### src/rtl/core/psc_pkg.sv
`timescale 1ns / 1ps
// ----------------------------------------------------------------------------
// psc_pkg
// Shared types and constants of the point set center and unit scale block.
// ----------------------------------------------------------------------------
package psc_pkg;

  localparam int unsigned VERTEX_DEPTH = 64;
  localparam int unsigned POS_W        = 24;
  localparam int unsigned NORM_W       = 16;
  localparam int unsigned FRAC_SHIFT   = 14;
  localparam int unsigned CNT_W        = 7;
  localparam int unsigned SUM_W        = 30;
  localparam int unsigned MAG_W        = 24;
  localparam int unsigned SQ_W         = 48;
  localparam int unsigned SQ_IN_W      = 50;
  localparam int unsigned ROOT_W       = 25;
  localparam int unsigned DIV_NUM_W    = 38;
  localparam int unsigned DIV_DEN_W    = 25;

  typedef struct packed {
    logic signed [POS_W-1:0] pos_x;
    logic signed [POS_W-1:0] pos_y;
    logic signed [POS_W-1:0] pos_z;
    logic                    last_point;
  } point_t;

  typedef struct packed {
    logic signed [NORM_W-1:0] norm_x;
    logic signed [NORM_W-1:0] norm_y;
    logic signed [NORM_W-1:0] norm_z;
    logic                     degenerate;
    logic                     final_result;
  } result_t;

  typedef struct packed {
    logic signed [POS_W-1:0] x;
    logic signed [POS_W-1:0] y;
    logic signed [POS_W-1:0] z;
  } coord_t;

  typedef struct packed {
    logic                    bank;
    logic [CNT_W-1:0]        cnt;
    logic signed [SUM_W-1:0] sum_x;
    logic signed [SUM_W-1:0] sum_y;
    logic signed [SUM_W-1:0] sum_z;
  } desc_t;

  typedef enum logic [12:0] {
    ST_IDLE = 13'b0000000000001,
    ST_CGO  = 13'b0000000000010,
    ST_CWT  = 13'b0000000000100,
    ST_DRD  = 13'b0000000001000,
    ST_DLAT = 13'b0000000010000,
    ST_DMUL = 13'b0000000100000,
    ST_DSUM = 13'b0000001000000,
    ST_DSQ  = 13'b0000010000000,
    ST_NRD  = 13'b0000100000000,
    ST_NLAT = 13'b0001000000000,
    ST_NGO  = 13'b0010000000000,
    ST_NWT  = 13'b0100000000000,
    ST_NOUT = 13'b1000000000000
  } back_state_e;

endpackage

### src/rtl/core/psc_div.sv
`timescale 1ns / 1ps
// ----------------------------------------------------------------------------
// psc_div
// Restoring unsigned divider, one quotient bit per cycle.
// ----------------------------------------------------------------------------
module psc_div #(
  parameter int unsigned NumW = psc_pkg::DIV_NUM_W,
  parameter int unsigned DenW = psc_pkg::DIV_DEN_W
) (
  input  logic            clk_i,
  input  logic            rst_ni,
  input  logic            start_i,
  input  logic [NumW-1:0] num_i,
  input  logic [DenW-1:0] den_i,
  output logic            done_o,
  output logic [NumW-1:0] quo_o
);
  localparam int unsigned StepW = $clog2(NumW + 1);

  logic [NumW-1:0]  num_q, quo_q;
  logic [DenW-1:0]  den_q, rem_q;
  logic [StepW-1:0] step_q;
  logic             busy_q, done_q;
  logic [DenW:0]    rem_sh, rem_sub;
  logic             ge;

  assign rem_sh  = {rem_q, num_q[NumW-1]};
  assign rem_sub = rem_sh - {1'b0, den_q};
  assign ge      = (rem_sh >= {1'b0, den_q});

  always_ff @(posedge clk_i) begin
    if (start_i) begin
      num_q <= num_i;
      den_q <= den_i;
      rem_q <= '0;
      quo_q <= '0;
    end else if (busy_q) begin
      num_q <= {num_q[NumW-2:0], 1'b0};
      rem_q <= ge ? rem_sub[DenW-1:0] : rem_sh[DenW-1:0];
      quo_q <= {quo_q[NumW-2:0], ge};
    end
  end

  always_ff @(posedge clk_i or negedge rst_ni) begin
    if (!rst_ni) begin
      busy_q <= 1'b0;
      done_q <= 1'b0;
      step_q <= '0;
    end else begin
      done_q <= 1'b0;
      if (start_i) begin
        busy_q <= 1'b1;
        step_q <= '0;
      end else if (busy_q) begin
        step_q <= step_q + StepW'(1);
        if (step_q == StepW'(NumW - 1)) begin
          busy_q <= 1'b0;
          done_q <= 1'b1;
        end
      end
    end
  end

  assign done_o = done_q;
  assign quo_o  = quo_q;

endmodule

### src/rtl/core/psc_sqrt.sv
`timescale 1ns / 1ps
// ----------------------------------------------------------------------------
// psc_sqrt
// Floor integer square root, two radicand bits per cycle.
// ----------------------------------------------------------------------------
module psc_sqrt #(
  parameter int unsigned InW   = psc_pkg::SQ_IN_W,
  parameter int unsigned RootW = InW / 2
) (
  input  logic             clk_i,
  input  logic             rst_ni,
  input  logic             start_i,
  input  logic [InW-1:0]   op_i,
  output logic             done_o,
  output logic [RootW-1:0] root_o
);
  localparam int unsigned RemW  = RootW + 2;
  localparam int unsigned StepW = $clog2(RootW + 1);

  logic [InW-1:0]   op_q;
  logic [RemW-1:0]  rem_q, rem_sh, trial;
  logic [RootW-1:0] root_q;
  logic [StepW-1:0] step_q;
  logic             busy_q, done_q, ge;

  assign rem_sh = {rem_q[RemW-3:0], op_q[InW-1:InW-2]};
  assign trial  = {root_q, 2'b01};
  assign ge     = (rem_sh >= trial);

  always_ff @(posedge clk_i) begin
    if (start_i) begin
      op_q   <= op_i;
      rem_q  <= '0;
      root_q <= '0;
    end else if (busy_q) begin
      op_q   <= {op_q[InW-3:0], 2'b00};
      rem_q  <= ge ? (rem_sh - trial) : rem_sh;
      root_q <= {root_q[RootW-2:0], ge};
    end
  end

  always_ff @(posedge clk_i or negedge rst_ni) begin
    if (!rst_ni) begin
      busy_q <= 1'b0;
      done_q <= 1'b0;
      step_q <= '0;
    end else begin
      done_q <= 1'b0;
      if (start_i) begin
        busy_q <= 1'b1;
        step_q <= '0;
      end else if (busy_q) begin
        step_q <= step_q + StepW'(1);
        if (step_q == StepW'(RootW - 1)) begin
          busy_q <= 1'b0;
          done_q <= 1'b1;
        end
      end
    end
  end

  assign done_o = done_q;
  assign root_o = root_q;

endmodule

### src/rtl/core/psc_back.sv
`timescale 1ns / 1ps
// ----------------------------------------------------------------------------
// psc_back
// Sequencer for one closed set: centroid, greatest distance pass, then the
// normalizing pass that emits one result per stored point.
// ----------------------------------------------------------------------------
module psc_back #(
  parameter int unsigned VertexDepth = psc_pkg::VERTEX_DEPTH,
  parameter int unsigned IdxW        = (VertexDepth > 1) ? $clog2(VertexDepth) : 1
) (
  input  logic             clk_i,
  input  logic             rst_ni,
  input  logic             desc_valid_i,
  input  psc_pkg::desc_t   desc_i,
  output logic             desc_pop_o,
  output logic             rd_en_o,
  output logic [IdxW:0]    rd_addr_o,
  input  psc_pkg::coord_t  rd_data_i,
  input  logic             res_full_i,
  output logic             res_push_o,
  output psc_pkg::result_t res_o,
  output logic             set_done_o
);
  import psc_pkg::*;

  back_state_e             state_q, state_d;
  logic [CNT_W-1:0]        cnt_q, idx_q;
  logic                    bank_q;
  logic signed [SUM_W-1:0] sum_q [3];
  logic signed [POS_W-1:0] cen_q [3];
  logic [MAG_W-1:0]        mag_q [3];
  logic                    neg_q [3];
  logic [SQ_W-1:0]         sq_q  [3];
  logic signed [NORM_W-1:0] nq_q [3];
  logic [ROOT_W-1:0]       best_q;
  logic [1:0]              ax_q;

  logic                    div_start, div_done, sq_start, sq_done;
  logic [DIV_NUM_W-1:0]    div_num, div_quo;
  logic [DIV_DEN_W-1:0]    div_den;
  logic [SQ_IN_W-1:0]      sq_op;
  logic [ROOT_W-1:0]       root;
  logic [SUM_W-1:0]        sum_abs;
  logic signed [POS_W:0]   dv [3];
  logic signed [POS_W-1:0] pt [3];
  logic [POS_W:0]          dv_abs [3];
  logic [CNT_W-1:0]        idx_inc;
  logic                    last_idx;
  logic [POS_W-1:0]        cq;
  logic [NORM_W-1:0]       nq;

  assign idx_inc  = idx_q + CNT_W'(1);
  assign last_idx = (idx_inc == cnt_q);
  assign sum_abs  = sum_q[ax_q][SUM_W-1] ? SUM_W'(-sum_q[ax_q]) : SUM_W'(sum_q[ax_q]);
  assign cq       = div_quo[POS_W-1:0];
  assign nq       = div_quo[NORM_W-1:0];

  assign pt[0] = rd_data_i.x;
  assign pt[1] = rd_data_i.y;
  assign pt[2] = rd_data_i.z;

  always_comb begin
    for (int a = 0; a < 3; a++) begin
      dv[a]     = (POS_W+1)'(pt[a]) - (POS_W+1)'(cen_q[a]);
      dv_abs[a] = dv[a][POS_W] ? (POS_W+1)'(-dv[a]) : (POS_W+1)'(dv[a]);
    end
  end

  assign div_start = (state_q == ST_CGO) || (state_q == ST_NGO);
  assign div_num   = (state_q == ST_CGO) ? DIV_NUM_W'(sum_abs)
                                         : {mag_q[ax_q], FRAC_SHIFT'(0)};
  assign div_den   = (state_q == ST_CGO) ? DIV_DEN_W'(cnt_q) : best_q;
  assign sq_start  = (state_q == ST_DSUM);
  assign sq_op     = SQ_IN_W'(sq_q[0]) + SQ_IN_W'(sq_q[1]) + SQ_IN_W'(sq_q[2]);

  psc_div #(.NumW(DIV_NUM_W), .DenW(DIV_DEN_W)) u_div (
    .clk_i, .rst_ni, .start_i(div_start), .num_i(div_num), .den_i(div_den),
    .done_o(div_done), .quo_o(div_quo)
  );

  psc_sqrt #(.InW(SQ_IN_W), .RootW(ROOT_W)) u_sqrt (
    .clk_i, .rst_ni, .start_i(sq_start), .op_i(sq_op), .done_o(sq_done), .root_o(root)
  );

  assign desc_pop_o = (state_q == ST_IDLE) && desc_valid_i;
  assign rd_en_o    = (state_q == ST_DRD) || (state_q == ST_NRD);
  assign rd_addr_o  = {bank_q, idx_q[IdxW-1:0]};
  assign res_push_o = (state_q == ST_NOUT) && !res_full_i;
  assign set_done_o = res_push_o && last_idx;
  assign res_o      = '{norm_x: nq_q[0], norm_y: nq_q[1], norm_z: nq_q[2],
                        degenerate: (best_q == '0), final_result: last_idx};

  always_comb begin
    state_d = state_q;
    case (state_q)
      ST_IDLE: if (desc_valid_i) state_d = ST_CGO;
      ST_CGO:  state_d = ST_CWT;
      ST_CWT: begin
        if (div_done) state_d = (ax_q == 2'd2) ? ST_DRD : ST_CGO;
      end
      ST_DRD:  state_d = ST_DLAT;
      ST_DLAT: state_d = ST_DMUL;
      ST_DMUL: state_d = ST_DSUM;
      ST_DSUM: state_d = ST_DSQ;
      ST_DSQ: begin
        if (sq_done) state_d = last_idx ? ST_NRD : ST_DRD;
      end
      ST_NRD:  state_d = ST_NLAT;
      ST_NLAT: state_d = ST_NGO;
      ST_NGO:  state_d = (best_q == '0) ? ST_NOUT : ST_NWT;
      ST_NWT: begin
        if (div_done) state_d = (ax_q == 2'd2) ? ST_NOUT : ST_NGO;
      end
      ST_NOUT: begin
        if (!res_full_i) state_d = last_idx ? ST_IDLE : ST_NRD;
      end
      default: state_d = ST_IDLE;
    endcase
  end

  always_ff @(posedge clk_i or negedge rst_ni) begin
    if (!rst_ni) begin
      state_q <= ST_IDLE;
    end else begin
      state_q <= state_d;
    end
  end

  // datapath registers, no reset needed
  always_ff @(posedge clk_i) begin
    case (state_q)
      ST_IDLE: begin
        cnt_q    <= desc_i.cnt;
        bank_q   <= desc_i.bank;
        sum_q[0] <= desc_i.sum_x;
        sum_q[1] <= desc_i.sum_y;
        sum_q[2] <= desc_i.sum_z;
        ax_q     <= 2'd0;
        idx_q    <= '0;
        best_q   <= '0;
      end
      ST_CWT: begin
        if (div_done) begin
          cen_q[ax_q] <= sum_q[ax_q][SUM_W-1] ? -cq : cq;
          ax_q        <= ax_q + 2'd1;
        end
      end
      ST_DLAT, ST_NLAT: begin
        for (int a = 0; a < 3; a++) begin
          mag_q[a] <= dv_abs[a][MAG_W-1:0];
          neg_q[a] <= dv[a][POS_W];
        end
        ax_q <= 2'd0;
      end
      ST_DMUL: begin
        for (int a = 0; a < 3; a++) begin
          sq_q[a] <= mag_q[a] * mag_q[a];
        end
      end
      ST_DSQ: begin
        if (sq_done) begin
          if (root > best_q) best_q <= root;
          idx_q <= last_idx ? '0 : idx_inc;
        end
      end
      ST_NGO: begin
        if (best_q == '0) begin
          for (int a = 0; a < 3; a++) nq_q[a] <= '0;
        end
      end
      ST_NWT: begin
        if (div_done) begin
          nq_q[ax_q] <= neg_q[ax_q] ? -nq : nq;
          ax_q       <= ax_q + 2'd1;
        end
      end
      ST_NOUT: begin
        if (!res_full_i) idx_q <= idx_inc;
      end
      default: ;
    endcase
  end

endmodule

### config.mk
export PLATFORM = sky130hd
export DESIGN_NAME = psc_back
export DESIGN_NICKNAME = d
export VERILOG_FILES = /design/src/rtl/core/psc_pkg.sv /design/src/rtl/core/psc_div.sv /design/src/rtl/core/psc_sqrt.sv /design/src/rtl/core/psc_back.sv
export SDC_FILE = /design/constraint.sdc
export NUM_CORES = 2
export LEC_CHECK = 0
export BUFFER_PORTS_ARGS = -buffer_cell sky130_fd_sc_hd__buf_2
export CAP_MARGIN = 40
export CORE_MARGIN = 5
export CORE_UTILIZATION = 25
export CTS_CLUSTER_SIZE = 8
export DETAILED_ROUTE_END_ITERATION = 8
export HOLD_SLACK_MARGIN = 0.06
export SYNTH_ARGS = -nofsm -noshare
export SYNTH_HDL_FRONTEND = slang
export SYNTH_HIERARCHICAL = 1
export SYNTH_SLANG_ARGS = --single-unit
### constraint.sdc
create_clock -name clk_i -period 10.5 [get_ports clk_i]
set_input_delay 1.575 -clock clk_i [delete_from_list [all_inputs] [get_ports clk_i]]
set_output_delay 1.575 -clock clk_i [all_outputs]
set_load 0.01 [all_outputs]
* Word level (Yosys, flattened, before mapping) *
Memory sizes are Yosys's and may differ from the RTL's. A register that Yosys moved wholly into a read port is not among the register bits.
Index checks and enable logic that the tools add are counted.

operators by class
  add/subtract/negate cells = 17
  multipliers = 3
  magnitude comparators = 3
  eq/ne operators = 24
  mux-type cells = 70
  reductions and logical operators = 20

operator list
  operator           number
  $pmux W13 S13      1
  $mul A24 B24 Y48   3
  $mux W38           3
  $mux W25           4
  $mux W50           2
  $mux W24           4
  $neg A24 Y24       4
  $mux W13           7
  $sub A24 B24 Y25   3
  $add A49 B48 Y50   1
  $pmux W25 S2       1
  $sub A25 B25 Y25   2
  $add A48 B48 Y49   1
  $mux W16           2
  $mux W30           1
  $neg A30 Y30       1
  $mux W7            4
  $ge A27 B27 Y1     1
  $mux W1            27
  $ge A26 B25 Y1     1
  $gt A25 B25 Y1     1
  $logic_not A25 Y1  1
  $pmux W7 S3        1
  $mux W9            2
  40 further kinds   59

word-level totals
  register bits after elaboration = 282
  bits in writable memories = 429
  output and inout bits = 61
  word-level logic and storage cells = 163
  memories kept = 6

memories
  name   words  width  rd ports  clocked after Yosys merged registers in  wr ports  line            text
  sq_q   3      48     3         0                                        3         psc_back.sv:33  logic [SQ_W-1:0] sq_q [3];
  sum_q  3      30     1         1                                        3         psc_back.sv:29  logic signed [SUM_W-1:0] sum_q [3];
  cen_q  3      24     3         0                                        1         psc_back.sv:30  logic signed [POS_W-1:0] cen_q [3];
  mag_q  3      24     4         1                                        3         psc_back.sv:31  logic [MAG_W-1:0] mag_q [3];
  nq_q   3      16     3         0                                        3         psc_back.sv:34  logic signed [NORM_W-1:0] nq_q [3];
  neg_q  3      1      1         1                                        3         psc_back.sv:32  logic neg_q [3];

* Logic depth before layout (Yosys ltp) *
  depth in word-level cells = 5
  depth in mapped cells = 30

* By module *
The synthesis kept the hierarchy.

by module, submodules not included
  module    instances  cells each  area each (µm²)  seq. area each (µm²)
  psc_back  1          7920        76674.8          14420.1
  psc_div   1          631         6759.0           3353.2
  psc_sqrt  1          544         5899.4           2677.6

* Least setup slack after synthesis *
No wires, ideal clock.

  path type = register to register
  from = register state_q[11]
  to = memory sq_q[0][0] (enable)
  library setup time = 0.643 ns
  arrival = 7.030 ns
  path slack = 2.827 ns
  cell stages (with the launch flop) = 5
  path buffers = 0
  clock period less this slack = 7.673 ns
  cells stage by stage = dfrtp_1 > nor3_1 > nor3b_1 > nand3_1 > nor2_1

RTL lines
  element                   line             text
  start: declaration        psc_back.sv:26   back_state_e state_q, state_d;
  start signal: assignment  psc_back.sv:125  state_q <= state_d;
  end: declaration          psc_back.sv:33

==> flow_summary.ini <==
[status]
status = complete, no violations

[place]
port_buffers = 234
globalplace.congestion = 0.8765
dp_slack_ns = 2.137
post-dp-hpwl_mm = 196.4
placed_area_sq_um = 95960

[setup_path]
worst_setup_path_start_kind = flop
rr_worst_depth = 26
required_ns = 10.98
rrSetupSlack_ns = 2.04
r2r-start = mag_q[0][10]$_DFFE_PP_
critical_path_class = flop to flop
endpoint_kind = flop
critPathArrivalTime_ns = 8.94
reg2reg_to = sq_q[0][46]$_DFFE_PP_
cp_max_fo = 15

[clock_tree]
ctsLongestPathBuffers = 3
numCtsBuffers = 102
ctsRootBufferMaster = clkbuf_16
post_cts_buffers = 0
cts_tree = yes
cts_sinks = 710
hold_buffers = 0
postCtsResizedCells = 0
clock_latency_ns = 0.76
clkTransAtPathRegs_ns = 0.06
htreeDepth = 3

[route]
drc = 0
routed_wl_mm = 239.7
vias_per_cell = 4.377
vias = 61492
first_iter_violations = 4163
dr.pass1.iters = 8
drt.antenna.violating_nets = 0
post_drt_wl_per_cell_um = 17.06

[die]
io_pins = 235
die_w_um = 606.2
core_area_sq_um = 354800
rows = 219
dieArea_sq_um = 367400
initial_core_util = 0.2504
dieHeight_um = 606.2

[power_and_ir_drop]
vdd_drop_max_mv = 0.2840
p_leak_nw = 46.41
switchingPower_mw = 5.034
switching_share = 0.3954
total_power_mw = 12.73
power.density_nw_per_um2 = 128.6
seqPwrFrac = 0.327
p_clk_frac = 0.247
power.internal_mw = 7.698
comb_power_share = 0.426

[grt]
grt-ovfl-total = 0
grt_start_max_net_pins = 139
grt_pass1_vias = 64583
grt_first_pass_wirelength_mm = 379.0
antenna_found_initial = 32
track_usage = 0.1311

[sta]
relSlewSlack = 0.3598
setup_violations = 0
hold_viol_final = 0
fin_crit_sh = 0.8056
rsz0062_at_grt = false
period_minus_slack_ns = 8.459
tightestPinTransition_ns = 0.9603
finalMaxSlewViolations = 0
max_freq_ghz = 0.1182
worst_slack_ns = 2.041
finalClockSkew_ns = 0.09141
setup-tns-final_ns = 0

[synth]
yosys_warnings = 6
synthCells = 9052
syn_avg_cell_area_sq_um = 9.816
syn_area_sq_um = 88860

[cells_and_area]
syn_to_final_growth_pct = 11.44
fin_nets = 11429
layout-drive-gt1-share = 0.07365
fillCellCount = 37319
fin_area_sq_um = 99030

[run]
maxCapViolCount = 0

[hold_path]
holdCritPathClass = flop to flop
hold_depth = 2
min_to = u_sqrt/rem_q[0]$_SDFFE_PP0P_
min-delay-start = u_sqrt/rem_q[0]$_SDFFE_PP0P_
==> through the flow <==
stage	std cells	hold slack [ns]	util
after floorplan	9054	0.4424	-
after global placement	13815	0.4684	0.2688
after detailed placement	13849	0.4662	0.2704
after CTS	14023	0.4755	0.2789
after global routing	14027	0.4984	0.2789
final	14048	0.4787	0.2791
==> metal layers <==
metal | GRT usage | up-vias | share of wire
met5 | 0 | - | 0.00036
met4 | 0.03440 | 12 | 0.028
met3 | 0.02143 | 248 | 0.055
met2 | 0.2204 | 1399 | 0.47
met1 | 0.1749 | 30711 | 0.44
li1 | - | 29122 | -
==> cell type report <==
class	instances	area, sq um	area share
inverters	2034	7637	0.07713
flip-flops and latches	710	20180	0.2038
diodes	23	57.56	0.0005812
clock buffers	158	2773	0.02800
clock inverters	16	226.5	0.002287
multi-input cells	5988	59710	0.6030
repair buffers	368	2495	0.02519
well taps	4751	5944	0.06003
==> flip-flops by register name, summed over array words and instances (netlist names), 38 cells and up, named ones only <==
register and flops:
cen_q 72, mag_q 72, nq_q 48, sq_q 141
sum_q 90, u_div/num_q 38, u_sqrt/op_q 50
==> placed cells by master (no fill, tap or decap), types with 96 or more instances in the layout <==
cell / count
nand3_1: 96
nand2_1: 737
buf_4: 103
a21oi_1: 350
nor2_1: 471
dfxtp_1: 99
a21o_1: 168
xnor2_1: 289
clkbuf_16: 102
edfxtp_1: 581
fa_1: 1318
ha_1: 733
xor2_1: 149
mux2i_1: 129
and2_1: 387
buf_2: 240
o21ai_0: 197
inv_1: 2030
mux2_2: 96
==> power by group through the flow <==
stage	clock, mW	combinational [mW]	sequential (mW)
after floorplan	0	4.03	4.02
after global placement	0	5.34	4.21
after detailed placement	0	5.42	4.21
after CTS	3.24	5.45	4.16
after global routing	3.36	5.95	4.21
final	3.14	5.43	4.16
==> how the worst max path moves through the flow <==
stage                                  from  slack [ns]  depth (start not counted)                     to
floorplan           state_q[11]$_DFFE_PN0P_        2.83                          4   sq_q[0][0]$_DFFE_PP_
detailed placement   mag_q[0][10]$_DFFE_PP_        2.14                         26  sq_q[0][46]$_DFFE_PP_
global placement      mag_q[0][2]$_DFFE_PP_        1.83                         28  sq_q[0][47]$_DFFE_PP_
finish               mag_q[0][10]$_DFFE_PP_        2.04                         26  sq_q[0][46]$_DFFE_PP_
CTS                  mag_q[0][10]$_DFFE_PP_        2.08                         26  sq_q[0][46]$_DFFE_PP_
global route         mag_q[0][10]$_DFFE_PP_        1.48                         26  sq_q[0][46]$_DFFE_PP_
==> critical path: stages (launching register included) <==
cell and delay (ns):
edfxtp_1 0.72, buf_4 0.39, inv_1 0.14, nor2_1 0.23, fa_1 0.51, ha_1 0.32
a21oi_1 0.20, fa_1 0.48, fa_1 0.52, inv_1 0.06, fa_1 0.51, fa_1 0.49
inv_1 0.05, fa_1 0.47, inv_1 0.04, ha_1 0.33, a21o_1 0.18, a21o_1 0.17
a21o_1 0.20, a31oi_1 0.21, nand2_1 0.09, a21oi_1 0.13, o21ai_0 0.29, a221oi_1 0.65
o21ai_0 0.24, a221oi_1 0.42, xnor2_1 0.11
Power figures use the tool's default switching activity.
