`config.mk`:
```
export PLATFORM = sky130hd
export DESIGN_NAME = psc_front
export DESIGN_NICKNAME = d
export VERILOG_FILES = /design/src/rtl/core/psc_pkg.sv /design/src/rtl/core/psc_front.sv
export SDC_FILE = /design/constraint.sdc
export NUM_CORES = 1
export LEC_CHECK = 0
export ABC_AREA = 1
export BUFFER_PORTS_ARGS = -buffer_cell sky130_fd_sc_hd__clkbuf_2
export CORE_MARGIN = 8
export CORE_UTILIZATION = 55
export DETAILED_ROUTE_END_ITERATION = 6
export GPL_TIMING_DRIVEN = 0
export PLACE_DENSITY = 0.81
export SYNTH_ARGS = -nofsm -noshare
export SYNTH_HDL_FRONTEND = slang
export SYNTH_SLANG_ARGS = --single-unit
```
`constraint.sdc`:
```
create_clock -name clk_i -period 4 [get_ports clk_i]
set_input_delay 0.6 -clock clk_i [delete_from_list [all_inputs] [get_ports clk_i]]
set_output_delay 0.6 -clock clk_i [all_outputs]
set_load 0.05 [all_outputs]
```
`src/rtl/core/psc_pkg.sv`:
```
`timescale 1ns / 1ps
// ----------------------------------------------------------------------------
// psc_pkg
// Shared types and constants of the point set center and unit scale block.
// ----------------------------------------------------------------------------
package psc_pkg;

  localparam int unsigned VERTEX_DEPTH = 64;
  localparam int unsigned POS_W        = 24;
  localparam int unsigned NORM_W       = 16;
  localparam int unsigned FRAC_SHIFT   = 14;
  localparam int unsigned CNT_W        = 7;
  localparam int unsigned SUM_W        = 30;
  localparam int unsigned MAG_W        = 24;
  localparam int unsigned SQ_W         = 48;
  localparam int unsigned SQ_IN_W      = 50;
  localparam int unsigned ROOT_W       = 25;
  localparam int unsigned DIV_NUM_W    = 38;
  localparam int unsigned DIV_DEN_W    = 25;

  typedef struct packed {
    logic signed [POS_W-1:0] pos_x;
    logic signed [POS_W-1:0] pos_y;
    logic signed [POS_W-1:0] pos_z;
    logic                    last_point;
  } point_t;

  typedef struct packed {
    logic signed [NORM_W-1:0] norm_x;
    logic signed [NORM_W-1:0] norm_y;
    logic signed [NORM_W-1:0] norm_z;
    logic                     degenerate;
    logic                     final_result;
  } result_t;

  typedef struct packed {
    logic signed [POS_W-1:0] x;
    logic signed [POS_W-1:0] y;
    logic signed [POS_W-1:0] z;
  } coord_t;

  typedef struct packed {
    logic                    bank;
    logic [CNT_W-1:0]        cnt;
    logic signed [SUM_W-1:0] sum_x;
    logic signed [SUM_W-1:0] sum_y;
    logic signed [SUM_W-1:0] sum_z;
  } desc_t;

  typedef enum logic [12:0] {
    ST_IDLE = 13'b0000000000001,
    ST_CGO  = 13'b0000000000010,
    ST_CWT  = 13'b0000000000100,
    ST_DRD  = 13'b0000000001000,
    ST_DLAT = 13'b0000000010000,
    ST_DMUL = 13'b0000000100000,
    ST_DSUM = 13'b0000001000000,
    ST_DSQ  = 13'b0000010000000,
    ST_NRD  = 13'b0000100000000,
    ST_NLAT = 13'b0001000000000,
    ST_NGO  = 13'b0010000000000,
    ST_NWT  = 13'b0100000000000,
    ST_NOUT = 13'b1000000000000
  } back_state_e;

endpackage

```
`src/rtl/core/psc_front.sv`:
```
`timescale 1ns / 1ps
// ----------------------------------------------------------------------------
// psc_front
// Takes points in, writes them to the current bank, keeps per-axis sums and
// closes a set on the last point or when the bank is full.
// ----------------------------------------------------------------------------
module psc_front #(
  parameter int unsigned VertexDepth = psc_pkg::VERTEX_DEPTH,
  parameter int unsigned IdxW        = (VertexDepth > 1) ? $clog2(VertexDepth) : 1
) (
  input  logic             clk_i,
  input  logic             rst_ni,
  input  logic             accept_i,
  input  psc_pkg::point_t  point_i,
  output logic             wr_en_o,
  output logic [IdxW:0]    wr_addr_o,
  output psc_pkg::coord_t  wr_data_o,
  output logic             desc_push_o,
  output psc_pkg::desc_t   desc_o
);
  import psc_pkg::*;

  logic [CNT_W-1:0]        cnt_q, cnt_d;
  logic signed [SUM_W-1:0] sx_q, sy_q, sz_q, sx_d, sy_d, sz_d;
  logic                    bank_q, bank_d;
  logic [CNT_W-1:0]        cnt_inc;
  logic signed [SUM_W-1:0] nx, ny, nz;
  logic                    close;

  assign cnt_inc = cnt_q + CNT_W'(1);
  assign nx      = sx_q + SUM_W'(point_i.pos_x);
  assign ny      = sy_q + SUM_W'(point_i.pos_y);
  assign nz      = sz_q + SUM_W'(point_i.pos_z);
  assign close   = point_i.last_point || (cnt_inc == CNT_W'(VertexDepth));

  assign wr_en_o   = accept_i;
  assign wr_addr_o = {bank_q, cnt_q[IdxW-1:0]};
  assign wr_data_o = '{x: point_i.pos_x, y: point_i.pos_y, z: point_i.pos_z};

  assign desc_push_o = accept_i && close;
  assign desc_o      = '{bank: bank_q, cnt: cnt_inc, sum_x: nx, sum_y: ny, sum_z: nz};

  always_comb begin
    cnt_d  = cnt_q;
    sx_d   = sx_q;
    sy_d   = sy_q;
    sz_d   = sz_q;
    bank_d = bank_q;
    if (accept_i) begin
      if (close) begin
        cnt_d  = '0;
        sx_d   = '0;
        sy_d   = '0;
        sz_d   = '0;
        bank_d = ~bank_q;
      end else begin
        cnt_d = cnt_inc;
        sx_d  = nx;
        sy_d  = ny;
        sz_d  = nz;
      end
    end
  end

  always_ff @(posedge clk_i or negedge rst_ni) begin
    if (!rst_ni) begin
      cnt_q  <= '0;
      sx_q   <= '0;
      sy_q   <= '0;
      sz_q   <= '0;
      bank_q <= 1'b0;
    end else begin
      cnt_q  <= cnt_d;
      sx_q   <= sx_d;
      sy_q   <= sy_d;
      sz_q   <= sz_d;
      bank_q <= bank_d;
    end
  end

endmodule

```
# Word level (Yosys, flattened, before mapping)
# Cells that the tools add are included.
# totals
wordCells	18
input_bits	76
output_inout_bits	179
ff_bits	98
# classes
addsub	4
eq_ne	1
muxes	4
n_reduce_logical	3
n_bitwise	1
# ops
op	count
adder 30 x 24 -> 30 bit	3
2-to-1 mux 30 bit	3
adder 7 x 1 -> 7 bit, second input constant	1
== test 7 bit, second input constant	1
2-to-1 mux 7 bit	1
AND reduction 2 bit	1
logical AND 1 bit	1
logical OR 1 bit	1
inverter 1 bit	1

# Longest topological paths before layout
# Gate-level depths: netlist of run 1.
# depth
word_depth	4
depth_mapped	14

# Least setup slack after synthesis of run 1
# OpenSTA, ideal clock, no wires.
# synth_path
kind	in2out
startpoint	input port point_i[1] in the netlist's numbering
endpoint	output port desc_o[14] in the netlist's numbering
n_path_buf	0
slack_ns	0.872
path_stages	11
required_time_ns	3.400
arrival_ns	2.528
cell_sequence	ha_1 inv_1 fa_1 inv_1 nand3_1 nand3_1 nand2_1 nand2_1 nand2_1 nand2_1 xor2_1
# synth_lines
element	line	rtl
start, declared	psc_front.sv:14	input psc_pkg::point_t point_i,
end, declared	psc_front.sv:19	output psc_pkg::desc_t desc_o

==> reports/qor.csv, run 1 <==
stage,metric,value,unit
power,power.leakage,8.71,nW
timing,maxSlewViolCount,0,
synthesis,avgSynthCellArea,5.71,sq um
drt,wl,35100,um
worst_setup_path,path_cells,clkbuf_2 -> ha_1 -> inv_1 -> fa_1 -> inv_1 -> nand3_1 -> nand3_1 -> nand3_1 -> nand3_1 -> nand2_1 -> nand3_1 -> and2_1 -> clkbuf_2,
drt,firstDrtPassIters,5,
worst_setup_path,crit_fanout,4,
worst_setup_path,arrival,2.81,ns
die,start_util,55.7,%
die,ios,255,
power,vdd_drop_max,0.625,mV
synthesis,synth_nets,2128,
placement,gp_congestion,0.981,
clocking,clk_latency,0.37,ns
finish,drive_gt1_share,16.3,%
timing,tightestPinTransition,0.849,ns
worst_setup_path,worst_path_max_delay_cell,fa_1,
finish,diodes,0,
die,rows,52,
status,status,"complete, no violations",
clocking,cts.clk_slew.worst_paths,0.07,ns
timing,rsz0062_at_grt,false,
clocking,ctsLongestPathBuffers,2,
finish,multiInputGateArea,6570,sq um
synthesis,ys_seq_area_share,21.9,%
clocking,clockRootBuffer,clkbuf_16,
clocking,ctsResizeCount,0,
drt,viasPerCell,4.87,
global_routing,grt_util_all_layers,28.2,%
worst_setup_path,crit_type,input port to primary output,
worst_setup_path,reg2reg_from,cnt_q[0]$_DFFE_PN0P_,
finish,final.fill_count,1985,
timing,finalClockSkew,0.0161,ns
finish,syn_to_final_growth,17.2,%
finish,final_nets,2393,
drt,drc_errors,0,
power,powerDensity,764,nW/um^2
drt,drtIter0Drc,821,
finish,final_cells,2500,
worst_setup_path,cp.required,3.40,ns
timing,fin_crit_sh,85.1,%
drt,route.vias.total,12200,
worst_setup_path,ff2ff_setup_slack,1.56,ns
global_routing,overflow,0,
drt,ant_nets,0,
synthesis,yosys_warnings,0,
timing,setup_viol,0,
clocking,cts_max_level,3,
worst_setup_path,rr_endpoint,sz_q[12]$_DFFE_PN0P_,
clocking,clock-sinks,98,
clocking,cts_tree,yes,
timing,setup_tns,0,ns
synthesis,ys_types,26,
worst_setup_path,worstSetupStartpointType,input port,
clocking,cts_buffers,9,
timing,max_freq,294,MHz
drt,avgRoutedWirePerCell,14.1,um
worst_setup_path,crit_top_cell,nand3_1,
synthesis,synth-seq-cells,98,
die,die_area,25200,sq um
synthesis,syn_inst,1960,
clocking,post_cts.repair.setup_buffers,0,
worst_setup_path,cp_slowest_stage_delay,0.42,ns
global_routing,grt_max_degree,99,
placement,port_buffers,254,
run,max_cap_violations,0,
synthesis,syn_area,11200,sq um
worst_hold_path,hp-class,input port to async pin,
placement,post-dp-hpwl,29200,um
die,core,20100,sq um
global_routing,grt_pass1_wl,56000,um
timing,final_hold_viol_count,0,
die,die_x,159,um
global_routing,grt_pass1_vias,11700,
placement,dp_cells,2484,
timing,relSlewSlack,43.4,%
clocking,cts-hold-fix-buffers,0,
worst_setup_path,critPathCaptureType,primary output,
die,die_h,159,um
finish,final-seq-area,2450,sq um
worst_setup_path,rr_worst_depth,10,
global_routing,grt_antenna_before_repair,0,
timing,min_period,3.41,ns
flip-flops by register name (all words and copies together) (netlist names):
register,count
sz_q,30
sx_q,30
bank_q,1
cnt_q,7
sy_q,30
per-stage QoR:
step	util, %	setup slack, ns	instance area [sq um]	total power, mW	hold WS [ns]
detailed placement	63.7	0.620	12800	9.00	0.473
floorplan	-	0.872	11200	7.23	0.304
CTS	65.3	0.616	13100	10.0	0.385
global route	65.3	0.452	13100	10.8	0.421
finish	65.3	0.594	13100	10.0	0.322
global placement	63.7	0.641	12800	8.91	0.466
logic make-up after synthesis:
family / synth area share (%)
simple gates: 41.6
buf+inv: 19.4
flops: 21.9
fa+ha+maj: 10.5
compound gates: 3.10
xor+xnor: 3.44
mux: 0.0894
worst max-delay path, delay by kind of cell:
kind          cells  cell delay [ns]
simple gates      7             0.94
fa+ha+maj         2             0.66
buf+inv           4             0.58
worst max path at each step:
stage                     start          to  slack [ns]  cells after the start
floorplan            point_i[1]  desc_o[14]        0.87                     11
global placement    point_i[25]  desc_o[58]        0.64                     13
detailed placement  point_i[25]  desc_o[58]        0.62                     13
CTS                 point_i[25]  desc_o[58]        0.62                     13
global route        point_i[25]  desc_o[58]        0.45                     13
finish              point_i[25]  desc_o[58]        0.59                     13
cell usage after synthesis (all sizes together):
cell | instances | share of area, %
ha | 89 | 9.9
fa | 3 | 0.54
o21ai | 18 | 0.80
and2 | 17 | 0.95
xor2 | 23 | 1.8
nor3 | 8 | 0.36
mux2i | 1 | 0.089
a21o | 3 | 0.20
o21bai | 3 | 0.20
nand2 | 903 | 30
nand3 | 104 | 4.7
dfrtp | 98 | 22
a21oi | 36 | 1.6
o22ai | 5 | 0.28
nor2 | 117 | 3.9
xnor2 | 21 | 1.6
clkbuf | 11 | 0.37
buf | 90 | 6.1
inv | 387 | 13
nand3b | 6 | 0.40
nand4 | 17 | 0.95
metal layers:
| metal | wire length (um) | part of all wire (%) | GRT usage (%) |
|---|---|---|---|
| met3 | 2560 | 7.3 | 4.70 |
| met2 | 16300 | 46 | 48.2 |
| met4 | 1240 | 3.5 | 11.2 |
| met1 | 15000 | 43 | 34.6 |
| met5 | 0 | 0 | 0 |
power breakdown:
group          switching (mW)  leakage [nW]  internal, mW
logic                    5.64          7.28          1.91
registers               0.201          1.28          1.30
clock network           0.452         0.152         0.524
total                    6.29          8.71          3.73
area by class of cell:
cell class,count,share of cell area (%)
timing repair buffer,254,9.75
sequential,98,18.7
multi-input combinational,1374,50.0
tap,270,2.57
clock buffer,11,1.93
clock inverter,5,0.458
buffer,101,5.48
inverter,387,11.1
cells in the final DEF (no fill, tap or decap):
cell type / netlist / layout
a21o_1: 3 / 3
a21oi_1: 36 / 36
and2_1: 17 / 17
buf_2: 5 / 5
buf_4: 81 / 81
buf_6: 4 / 4
bufinv_16: 0 / 1
clkbuf_1: 11 / 11
clkbuf_16: 0 / 9
clkbuf_2: 0 / 253
clkbuf_8: 0 / 3
clkinv_2: 0 / 1
clkinv_4: 0 / 1
clkinvlp_4: 0 / 1
dfrtp_1: 98 / 98
fa_1: 3 / 3
ha_1: 89 / 89
inv_1: 385 / 385
inv_2: 2 / 2
inv_6: 0 / 1
mux2i_1: 1 / 1
nand2_1: 903 / 903
nand3_1: 103 / 103
nand3_2: 1 / 1
nand3b_1: 6 / 6
nand4_1: 17 / 17
nor2_1: 117 / 117
nor3_1: 8 / 8
o21ai_0: 17 / 17
o21ai_1: 1 / 1
o21bai_1: 3 / 3
o22ai_1: 5 / 5
xnor2_1: 21 / 21
xor2_1: 23 / 23
Note: power is estimated with default switching activity, not from simulation.
==> inputs of run 2 (changes only) <==
- ABC_CLOCK_PERIOD_IN_PS: unset -> 4000
- CELL_PAD_IN_SITES_DETAIL_PLACEMENT: unset -> 1
- CELL_PAD_IN_SITES_GLOBAL_PLACEMENT: unset -> 2
- CORE_UTILIZATION: 55 -> 30
- PLACE_DENSITY: 0.81 -> unset
- PLACE_DENSITY_LB_ADDON: unset -> 0.1
- SKIP_CTS_REPAIR_TIMING: unset -> 1
==> run 2 against run 1 <==
Register-to-register slack better by 0.07 ns; clock skew down 0.0087 ns; highest routed layer unchanged; cell area up 2.1%; non-clock buffer count up 1; total power up 2.3%.
==> reports/qor.csv, run 2 (synthesis results as in run 1) <==
stage,metric,value,unit,change
run,max_cap_violations,0,,unchanged
die,core,36700,sq um,+83%
finish,drive_gt1_share,16.3,%,about the same
timing,tightestPinTransition,0.825,ns,-0.0240 ns
power,power.leakage,8.72,nW,+0.16%
placement,placed_cell_area,13100,sq um,+2.1%
clocking,cts.clk_slew.worst_paths,0.08,ns,about the same
timing,whs,0.0838,ns,-0.238 ns
worst_hold_path,hp-class,input port to async pin,,
power,p_comb_share,75.4,%,about the same
power,pwr-share-seq,14.5,%,-0.4 points
timing,rsz0062_at_grt,false,,
power,power_frac_clock,10.1,%,+0.4 points
finish,final_cell_area,13400,sq um,+2.1%
finish,mostFrequentLayoutCells,"nand2_1, inv_1, clkbuf_2",,
timing,setup_tns,0,ns,unchanged
global_routing,grt_antenna_before_repair,0,,unchanged
clocking,ctsLongestPathBuffers,2,,unchanged
timing,relSlewSlack,45.0,%,+1.6 points
timing,fin_crit_sh,84.9,%,-0.25 points
placement,port_buffers,254,,unchanged
global_routing,grt_util_all_layers,20.2,%,-8.0 points
finish,final_cells,2699,,+8.0%
finish,diodes,0,,unchanged
power,power.net_switching,6.49,mW,+3.1%
drt,m1WireLength,20600,um,+37%
drt,avgRoutedWirePerCell,16.2,um,+15%
clocking,cts_buffers,9,,unchanged
die,rows,70,,+35%
die,start_util,30.5,%,-25 points
clocking,clockRootBuffer,clkbuf_16,,
drt,highest_layer,met4,,
clocking,clk_latency,0.38,ns,about the same
die,die_x,209,um,+32%
clocking,cts_tree,yes,,
drt,drtIter0Drc,388,,-53%
power,powerDensity,765,nW/um^2,+0.17%
die,die_h,209,um,+32%
worst_setup_path,worstSetupStartpointType,register,,
finish,multiInputGateArea,6570,sq um,unchanged
drt,wl,43700,um,+24%
drt,viasPerCell,4.48,,-8.1%
timing,maxSlewViolCount,0,,unchanged
drt,route.vias.total,12100,,-0.76%
drt,firstDrtPassIters,4,,-1
worst_setup_path,critPathCaptureType,primary output,,
worst_setup_path,crit_type,register to primary output,,
worst_setup_path,arrival,2.80,ns,about the same
placement,dp_cells,2683,,+8.0%
die,die_area,43700,sq um,+74%
worst_setup_path,rr_worst_depth,11,,+1
clocking,clock-sinks,98,,unchanged
timing,finalClockSkew,0.00739,ns,-0.00871 ns
drt,drc_errors,0,,unchanged
drt,met3_length,1370,um,-47%
clocking,cts_max_level,3,,unchanged
finish,top_regs,"sx_q x30, sy_q x30, sz_q x30",,
finish,syn_to_final_growth,19.8,%,
status,status,"complete, no violations",,
worst_setup_path,crit_fanout,4,,unchanged
global_routing,grt_max_degree,80,,-19%
power,vdd_drop_max,0.441,mV,-29%
placement,post-dp-hpwl,37600,um,+29%
global_routing,grt_pass1_vias,13000,,+11%
timing,setup_viol,0,,unchanged
finish,final-seq-area,2450,sq um,unchanged
die,ios,255,,unchanged
finish,final_common_cell,nand2_1,,
global_routing,overflow,0,,unchanged
global_routing,grt_pass1_wl,70100,um,+25%
worst_setup_path,cp.required,3.40,ns,about the same
power,p_int,3.76,mW,+0.98%
timing,max_freq,294,MHz,+0.30%
power,sw_frac_of_total,63.3,%,+0.49 points
timing,min_period,3.40,ns,-0.0100 ns
drt,wl_met2,21100,um,+29%
placement,gp_congestion,0.864,,-12%
timing,final_hold_viol_count,0,,unchanged
finish,final_nets,2394,,+0.042%
finish,final.fill_count,5056,,+150%
drt,ant_nets,0,,unchanged
==> run 2: cell count changes in the layout (fill, tap and decap cells not counted), sizes merged <==
cell / delta
bufinv: +1
buf: +1
clkbuf: -1
==> run 2: power by group through the flow <==
stage                     logic [mW]  registers (mW)  clock network, mW
final                           7.73            1.49               1.04
after global routing            8.51            1.53               1.10
after CTS                       7.86            1.49               1.09
after detailed placement        7.83            1.51                  0
after global placement          7.75            1.49                  0
after floorplan                 5.78            1.45                  0
==> run 2: layout make-up <==
type	instances	area share (%)
Timing Repair Buffer	255	9.75
Clock inverter	6	0.672
Tap cell	468	4.37
Sequential cell	98	18.3
Multi-Input combinational cell	1374	49.0
Clock buffer	10	1.71
Inverter	387	10.8
Buffer	101	5.37
==> run 2: through the flow <==
stage | setup slack [ns] | power, mW | utilization, %
2_1_floorplan | 0.872 | 7.23 | -
3_3_place_gp | 0.500 | 9.24 | 35.6
3_5_place_dp | 0.586 | 9.34 | 35.7
4_1_cts | 0.523 | 10.4 | 36.5
5_1_grt | 0.375 | 11.1 | 36.5
6_report | 0.604 | 10.3 | 36.5
==> run 2: path summary, 6_finish.rpt <==
| path | from | endpoint | slack, ns |
|---|---|---|---|
| worst max-delay path | sy_q[0]$_DFFE_PN0P_ | desc_o[58] | 0.60 |
| worst min-delay path | rst_ni | sy_q[5]$_DFFE_PN0P_ | 0.08 |
| worst max register to register | cnt_q[0]$_DFFE_PN0P_ | sx_q[9]$_DFFE_PN0P_ | 1.63 |
| worst min register to register | sx_q[19]$_DFFE_PN0P_ | sx_q[19]$_DFFE_PN0P_ | 0.49 |
| max in group asynchronous | rst_ni | sz_q[19]$_DFFE_PN0P_ | 3.21 |
| min in group clk_i | sx_q[19]$_DFFE_PN0P_ | sx_q[19]$_DFFE_PN0P_ | 0.49 |
==> run 2: routing by layer <==
metal	up-vias	global-route usage, %
li1	6288	-
met1	5606	25.3
met2	168	35.8
met3	29	2.96
met4	0	4.93
met5	-	0
==> run 2: critical path, cell delays in order (launching register included) <==
cell and delay (ns):
dfrtp_1 0.37, ha_1 0.19, inv_1 0.06, fa_1 0.41, inv_1 0.10, nand3_1 0.07
nand3_1 0.17, nand3_1 0.10, nand3_1 0.24, nand2_1 0.12, nand3_1 0.13, and2_1 0.17
clkbuf_2 0.29
==> inputs of run 3 (changes only) <==
- ABC_CLOCK_PERIOD_IN_PS: 4000 -> 3000
- CORE_UTILIZATION: 30 -> 25
- clock period: 4 -> 3 ns (I/O delays scaled with it)
==> run 3 against run 2 <==
Worst setup slack got worse by 0.48 ns; routed wire length rose by 5.3%; sequential power rose by 36%; worst hold slack improved by 0.35 ns; clock skew rose by 0.0045 ns; total power rose by 46%; highest routed layer unchanged.
==> reports/qor.csv, run 3 (synthesis results as in run 1) <==
stage,metric,value,unit,change
drt,avgRoutedWirePerCell,16.2,um,+0.16%
worst_setup_path,ff2ff_setup_slack,0.66,ns,-0.97 ns
die,die_h,228,um,+8.8%
clocking,cts_tree,yes,,
placement,port_buffers,254,,unchanged
clocking,clockRootBuffer,clkbuf_16,,
timing,max_freq,348,MHz,
drt,ant_nets,0,,unchanged
global_routing,grt_util_all_layers,17.8,%,-2.4 points
placement,gp_congestion,0.844,,-2.3%
finish,top_regs,"sx_q x30, sy_q x30, sz_q x30",,
timing,final_hold_viol_count,0,,unchanged
clocking,clock-sinks,98,,unchanged
die,rows,77,,+10%
timing,tightestPinTransition,0.852,ns,+0.0268 ns
drt,wl_met2,22300,um,+5.7%
die,core,44200,sq um,+21%
drt,wl,46000,um,+5.3%
finish,drive_gt1_share,23.7,%,+7.4 points
clocking,cts_max_level,3,,unchanged
finish,final_nets,2408,,+0.58%
worst_setup_path,worstSetupStartpointType,register,,
finish,final_cell_area,14600,sq um,+9.2%
global_routing,grt_antenna_before_repair,0,,unchanged
worst_setup_path,rr_worst_depth,10,,-1
placement,placed_cell_area,13200,sq um,+1.2%
clocking,clk_latency,0.40,ns,+0.02 ns
clocking,ctsLongestPathBuffers,2,,unchanged
clocking,cts_buffers,9,,unchanged
worst_setup_path,critPathCaptureType,primary output,,
timing,setup_tns,0,ns,unchanged
status,status,"complete, no violations",,
global_routing,overflow,0,,unchanged
worst_hold_path,hp-class,input port to register,,
finish,final_common_cell,nand2_1,,
timing,relSlewSlack,43.2,%,-1.8 points
worst_setup_path,arrival,2.43,ns,-0.37 ns
timing,rsz0062_at_grt,true,,
finish,syn_to_final_growth,30.8,%,
die,die_x,228,um,+8.8%
drt,met3_length,1500,um,+9.4%
drt,drtIter0Drc,422,,+8.8%
worst_setup_path,crit_type,register to primary output,,
die,ios,255,,unchanged
worst_hold_path,hold_path_depth,4,,
power,power.leakage,8.93,nW,+2.4%
timing,fin_crit_sh,95.9,%,
drt,viasPerCell,4.27,,-4.7%
power,powerDensity,1020,nW/um^2,+34%
timing,min_period,2.88,ns,
timing,setup_viol,0,,unchanged
timing,maxSlewViolCount,0,,unchanged
global_routing,grt_max_degree,67,,-16%
clocking,cts.clk_slew.worst_paths,0.08,ns,about the same
drt,drc_errors,0,,unchanged
worst_setup_path,cp.required,2.55,ns,-0.85 ns
die,start_util,25.3,%,-5.2 points
timing,whs,0.433,ns,+0.350 ns
drt,m1WireLength,21800,um,+5.8%
power,vdd_drop_max,0.446,mV,+1.1%
finish,mostFrequentLayoutCells,"nand2_1, inv_1, clkbuf_2",,
run,max_cap_violations,0,,unchanged
drt,firstDrtPassIters,4,,unchanged
die,die_area,51800,sq um,+18%
drt,highest_layer,met4,,
global_routing,grt_pass1_wl,71300,um,+1.7%
placement,post-dp-hpwl,39100,um,+3.9%
global_routing,grt_pass1_vias,12800,,-0.98%
finish,diodes,0,,unchanged
worst_setup_path,crit_fanout,5,,+1
drt,route.vias.total,12100,,+0.13%
timing,finalClockSkew,0.0119,ns,+0.00447 ns
run 3: layer usage:
layer  global-route usage, %  vias up
met5                       0        -
met4                    2.96        0
met3                    3.41       15
met2                    30.9      132
met1                    22.9     5653
li1                        -     6307
run 3: final cells by class:
| type | count | area [sq um] |
|---|---|---|
| plain buffers | 101 | 719 |
| clock buffers | 12 | 246 |
| clock inverters | 4 | 98.8 |
| fillers | 5847 | 29600 |
| inverters | 387 | 1450 |
| multi-input cells | 1374 | 7320 |
| flip-flops and latches | 98 | 2450 |
| well taps | 592 | 741 |
| repair buffers | 269 | 1610 |
run 3: metrics by stage:
step | cells | setup slack, ns | util [%] | power, mW
floorplan | 1960 | 0.172 | - | 9.64
global placement | 2806 | -0.510 | 29.9 | 12.5
detailed placement | 2807 | -0.170 | 29.9 | 12.6
CTS | 2823 | -0.428 | 30.7 | 14.2
global route | 2837 | -0.0649 | 33.1 | 16.2
finish | 2837 | 0.124 | 33.1 | 15.0
run 3: path summary, 6_finish.rpt:
check                                          start                   end
worst max register to register  cnt_q[0]$_DFFE_PN0P_  sx_q[10]$_DFFE_PN0P_
max in group asynchronous                     rst_ni  cnt_q[1]$_DFFE_PN0P_
min in group asynchronous                     rst_ni   sy_q[6]$_DFFE_PN0P_
worst min register to register  sz_q[26]$_DFFE_PN0P_  sz_q[26]$_DFFE_PN0P_
worst min-delay path                     point_i[49]   sx_q[0]$_DFFE_PN0P_
worst max-delay path            sz_q[19]$_DFFE_PN0P_            desc_o[25]
run 3: report_power, final:
| part | internal, mW | switching [mW] |
|---|---|---|
| registers | 1.73 | 0.302 |
| logic | 3.35 | 8.12 |
| clock network | 0.843 | 0.660 |
run 3: critical path, cell delays in order, from the launching register on:
cell,delay [ns]
dfrtp_1,0.39
ha_1,0.35
nand2_1,0.19
inv_1,0.06
nand2_1,0.06
nand2_1,0.06
nand2_1,0.06
nand2_1,0.05
a21oi_1,0.22
nand2_1,0.10
nand2_1,0.10
and2_1,0.20
buf_6,0.18
